$ cat config.mk
export PLATFORM = sky130hd
export DESIGN_NAME = salsa_kbuf
export DESIGN_NICKNAME = d
export VERILOG_FILES = /design/src/sv/salsa_pkg.sv /design/src/sv/salsa_kbuf.sv
export SDC_FILE = /design/constraint.sdc
export NUM_CORES = 1
export LEC_CHECK = 0
export BUFFER_PORTS_ARGS = -buffer_cell sky130_fd_sc_hd__buf_4
export CORE_ASPECT_RATIO = 0.5
export CORE_MARGIN = 1.5
export CORE_UTILIZATION = 25
export CTS_CLUSTER_SIZE = 10
export DETAILED_ROUTE_END_ITERATION = 10
export PLACE_DENSITY = 0.48
export SLEW_MARGIN = 10
export SYNTH_ARGS = -nofsm -noshare
export SYNTH_HDL_FRONTEND = slang
export SYNTH_SLANG_ARGS = --single-unit
$ cat constraint.sdc
create_clock -name clock -period 3.5 [get_ports clock]
set_clock_uncertainty 0.2 [all_clocks]
set_input_delay 0.35 -clock clock [delete_from_list [all_inputs] [get_ports clock]]
set_output_delay 0.35 -clock clock [all_outputs]
set_load 0.05 [all_outputs]
$ cat src/sv/salsa_pkg.sv
// ============================================================================
// salsa_pkg
// shared types, constants and round functions of the salsa20 stream block
// ============================================================================
`default_nettype none

package salsa_pkg;

   typedef logic [31:0] word_type;
   typedef word_type    wstate_type [16];

   // buffer layout: two banks of sixteen 32-bit words
   localparam int WordAw  = 4;
   localparam int BufAw   = WordAw + 1;
   localparam int PosW    = 6;
   localparam int StepW   = 6;
   localparam int LastStep = 39;   // ten double rounds, four half steps each

   // register indexes
   localparam logic [2:0] REG_KEY_LO  = 3'd0;
   localparam logic [2:0] REG_KEY_ML  = 3'd1;
   localparam logic [2:0] REG_KEY_MH  = 3'd2;
   localparam logic [2:0] REG_KEY_HI  = 3'd3;
   localparam logic [2:0] REG_NONCE   = 3'd4;

   localparam word_type SIGMA0 = 32'h6170_7865;
   localparam word_type SIGMA1 = 32'h3320_646e;
   localparam word_type SIGMA2 = 32'h7962_2d32;
   localparam word_type SIGMA3 = 32'h6b20_6574;

   // quarter-round word indexes: column round, then row round
   localparam logic [3:0] COL_IDX [4][4] = '{
      '{4'd0,  4'd4,  4'd8,  4'd12},
      '{4'd5,  4'd9,  4'd13, 4'd1},
      '{4'd10, 4'd14, 4'd2,  4'd6},
      '{4'd15, 4'd3,  4'd7,  4'd11}};
   localparam logic [3:0] ROW_IDX [4][4] = '{
      '{4'd0,  4'd1,  4'd2,  4'd3},
      '{4'd5,  4'd6,  4'd7,  4'd4},
      '{4'd10, 4'd11, 4'd8,  4'd9},
      '{4'd15, 4'd12, 4'd13, 4'd14}};

   // generator write port toward the buffer
   typedef struct packed {
      logic             en;
      logic [BufAw-1:0] addr;
      word_type         data;
   } kwr_type;

   // block request toward the generator
   typedef struct packed {
      logic     start;
      logic     kill;
      logic     bank;
      word_type count;
   } gen_ctl_type;

   function automatic word_type rotl(input word_type v, input int s);
      rotl = (v << s) | (v >> (32 - s));
   endfunction

   // initial state word of a block
   function automatic word_type init_word(input logic [3:0] idx,
                                          input logic [63:0] k0,
                                          input logic [63:0] k1,
                                          input logic [63:0] k2,
                                          input logic [63:0] k3,
                                          input logic [63:0] nonce,
                                          input word_type cnt);
      case (idx)
         4'd0:    init_word = SIGMA0;
         4'd1:    init_word = k0[31:0];
         4'd2:    init_word = k0[63:32];
         4'd3:    init_word = k1[31:0];
         4'd4:    init_word = k1[63:32];
         4'd5:    init_word = SIGMA1;
         4'd6:    init_word = nonce[31:0];
         4'd7:    init_word = nonce[63:32];
         4'd8:    init_word = cnt;
         4'd9:    init_word = '0;
         4'd10:   init_word = SIGMA2;
         4'd11:   init_word = k2[31:0];
         4'd12:   init_word = k2[63:32];
         4'd13:   init_word = k3[31:0];
         4'd14:   init_word = k3[63:32];
         default: init_word = SIGMA3;
      endcase
   endfunction

   // half of a column or row round: first or second pair of quarter steps
   function automatic wstate_type half_round(input wstate_type w,
                                             input logic row,
                                             input logic second);
      wstate_type r;
      logic [3:0] a, b, c, d;
      word_type   t0, t1;
      r = w;
      for (int q = 0; q < 4; q++) begin
         a = row ? ROW_IDX[q][0] : COL_IDX[q][0];
         b = row ? ROW_IDX[q][1] : COL_IDX[q][1];
         c = row ? ROW_IDX[q][2] : COL_IDX[q][2];
         d = row ? ROW_IDX[q][3] : COL_IDX[q][3];
         if (!second) begin
            t0   = w[b] ^ rotl(w[a] + w[d], 7);
            t1   = w[c] ^ rotl(t0 + w[a], 9);
            r[b] = t0;
            r[c] = t1;
         end else begin
            t0   = w[d] ^ rotl(w[c] + w[b], 13);
            t1   = w[a] ^ rotl(t0 + w[c], 18);
            r[d] = t0;
            r[a] = t1;
         end
      end
      half_round = r;
   endfunction

endpackage

`default_nettype wire

$ cat src/sv/salsa_kbuf.sv
// ============================================================================
// salsa_kbuf
// keystream buffer: two banks of sixteen words, one write and one read port
// ============================================================================
`default_nettype none

module salsa_kbuf (
   input  wire logic                     clock,
   input  wire salsa_pkg::kwr_type       wr,
   input  wire logic                     rd_en,
   input  wire logic [salsa_pkg::BufAw-1:0] rd_addr,
   output      salsa_pkg::word_type      rd_data
);
   import salsa_pkg::*;

   word_type mem [2**BufAw];
   word_type rd_data_ff;

   // write port
   always_ff @(posedge clock) begin
      if (wr.en) begin
         mem[wr.addr] <= wr.data;
      end
   end

   // registered read, held while no read is issued
   always_ff @(posedge clock) begin
      if (rd_en) begin
         rd_data_ff <= mem[rd_addr];
      end
   end

   assign rd_data = rd_data_ff;

endmodule

`default_nettype wire

==> results.toml <==
[status]
status = "completed"

[clocking]
htreeDepth = 3
post-cts-setup-buffers = 0
clkTransAtPathRegs_ns = 0.05
numCtsBuffers = 117
ctsResizeCount = 0
cts_tree = "yes"
clockBufferDepth = 3
clk_latency_ns = 0.68
cts.sinks = 1056
cts_root_buffer = "clkbuf_16"

[finish]
area_delta_synth_final_pct = 18.8
antenna-diode-count = 0
final_nets = 2531
final_area_um2 = 48500
fill_cells = 15808
drive_above_1_share_pct = 14.7

[route]
wl_per_cell_um = 24.6
wl_mm = 115
wl_met1_mm = 51.8
ant_nets = 0
drtPass1Iterations = 5
drc = 0
top_layer_used = "met5"
wl_met3_mm = 4.81
vias_per_cell = 4.55
drtIter0Drc = 1578
via_count = 21328
wl_met2_mm = 56.1

[sta]
hold_viol = 0
tns_ns = 0
min_period_ns = 2.01
finalMaxSlewViolations = 0
grt_setup_unrepaired = "no"
tightest_slew_ns = 0.856
finalSetupViolations = 0
fmax_ghz = 0.496
relSlewSlack_pct = 42.9
final.period_utilization_pct = 57.6
hold_ws_ns = 0.0691

[synthesis]
yosysWarningCount = 0
synth_area_leaders = "edfxtp_1 (78%), mux2i_1 (13%), a22oi_1 (1.8%)"
synth_top_area_share_pct = 77.7
syn-num-nets = 2305
ys_seq_area_share_pct = 77.7
syn_area_um2 = 40800
syn_area_per_cell_um2 = 18.1
yosysTopAreaCell = "edfxtp_1"
ys_types = 24
synthCells = 2260
ys_ff_latch = 1056

[placed_design]
dpl_cell_area_um2 = 45100
hpwl_mm = 64.9
portBuffers = 76
place.gp.congestion = 0.773

[critical_path]
endpoint_kind = "output pin"
cpLargestDelayFamily = "flip-flops"
path_buf_inv = 1
worstSetupStartpointType = "flip-flop"
worst_path_max_delay_cell = "edfxtp_1"
crit_required_ns = 2.95
worstPathArrival_ns = 1.46
slowest_delay_ns = 0.52
cp_cell_sequence = "buf_4"
critPathKind = "reg2out"
cp_max_fo = 1

[grt]
antenna_found_initial = 1
grt_start_max_net_pins = 54
grt_pass1_vias = 21516
grt_overflow = 0
grt_pass1_wl_mm = 162
grtUsageTotal_pct = 13.7

[power]
seqPwrFrac_pct = 53.8
combPwrFrac_pct = 6.1
p_sw_w = 0.00568
pwr_density_cell_nw_per_um2 = 544
internal_power_w = 0.0207
clkPwrFrac_pct = 40.1
p_sw_share_pct = 21.5
p_leak_nw = 16.4
vdd_drop_max_mv = 0.363

[floorplan]
die_area_um2 = 166000
coreArea_um2 = 161000
ios = 77
die_h_um = 289
start_util_pct = 25.3
die_x_um = 574
num_rows = 104

[min_path]
hp-class = "in2reg"

[run]
drv_cap = 0
## final timing paths
kind | from | to | slack [ns] | cells past startpoint
max | rd_data[30] | rd_data[30] | 1.49 | 1
min | rd_addr[2] | rd_data[13] | 0.07 | 5
max reg2reg | mem[1][0] | rd_data[0] | 1.71 | 5
min reg2reg | mem[10][23] | rd_data[23] | 0.48 | 4
## layout make-up
cell class / instances / area [µm²] / share of cell area (%)
well taps: 2173 / 2720 / 5.61
flip-flops and latches: 1056 / 31700 / 65.4
clock inverters: 8 / 58.8 / 0.121
multi-input cells: 1077 / 8610 / 17.8
repair buffers: 234 / 2330 / 4.81
clock buffers: 135 / 3060 / 6.31
## timing repair
item,4_1_cts,5_1_grt
hold buffers,32,0
endpoints found under the setup margin,0,0
endpoints found under the hold margin,1024,0
## placed cells by master, fill, tap and decap left out, types with 2 or more instances in the layout
| master | instances |
|---|---|
| inv_6 | 3 |
| nand2_1 | 97 |
| edfxtp_1 | 1056 |
| a22oi_1 | 96 |
| a22o_1 | 64 |
| nand2b_2 | 2 |
| dlygate4sd3_1 | 32 |
| nand3b_1 | 5 |
| mux2i_1 | 512 |
| clkbuf_16 | 120 |
| nor3_1 | 32 |
| buf_12 | 39 |
| or3b_2 | 3 |
| nand3_1 | 98 |
| buf_4 | 162 |
| clkbuf_1 | 15 |
| nor2_4 | 33 |
| clkinv_1 | 3 |
| a21oi_1 | 96 |
| a31oi_1 | 32 |
## power groups by stage
stage / sequential (W) / clock, W / combinational, W
after floorplan: 0.0145 / 0 / 0.000727
after detailed placement: 0.0145 / 0 / 0.00158
final: 0.0142 / 0.0106 / 0.00160
after CTS: 0.0142 / 0.0108 / 0.00162
after global placement: 0.0145 / 0 / 0.00157
after global routing: 0.0142 / 0.0113 / 0.00170
## state kept, by name, summed over array words and instances, names as in the netlist
signal and count:
mem 1024, rd_data 32
## cells in the mapped netlist
library cell	count
nor2_1	34
clkbuf_1	46
a22oi_1	96
mux2i_1	512
nand2_1	98
or3_1	1
a21oi_1	96
nand3_1	98
nor2b_1	1
or3b_2	3
a31oi_1	32
or2_2	1
nand2b_1	2
buf_1	5
buf_4	33
nand3b_1	5
clkbuf_4	2
and2_1	1
nor3_1	32
buf_2	26
a22o_1	64
edfxtp_1	1056
buf_6	15
and2b_1	1
## logic make-up after synthesis
kind of cell | Yosys count | synth area share (%)
simple gates | 277 | 3.08
mux | 512 | 12.6
flops | 1056 | 77.7
compound gates | 288 | 4.81
buf+inv | 127 | 1.85
## stage by stage
| step | power [W] | utilization [%] | setup slack [ns] | std cells |
|---|---|---|---|---|
| final | 0.0264 | 30.0 | 1.49 | 4683 |
| after global routing | 0.0272 | 30.0 | 1.36 | 4683 |
| after CTS | 0.0267 | 30.0 | 1.42 | 4683 |
| after detailed placement | 0.0160 | 27.9 | 0.755 | 4508 |
| after global placement | 0.0160 | 27.9 | 0.769 | 4508 |
| after floorplan | 0.0153 | - | 0.516 | 2260 |
## layer usage
layer | vias to the layer above | global-route usage (%)
met1 | 11244 | 18.4
met2 | 492 | 23.3
met4 | 2 | 3.76
li1 | 9442 | -
met3 | 148 | 1.73
met5 | - | 0
## worst min-delay path, stage by stage
cell     delay [ns]
buf_4          0.11
nor2_4         0.08
nand2_1        0.09
a31oi_1        0.11
nand3_1        0.09
Power figures use the tool's default switching activity.
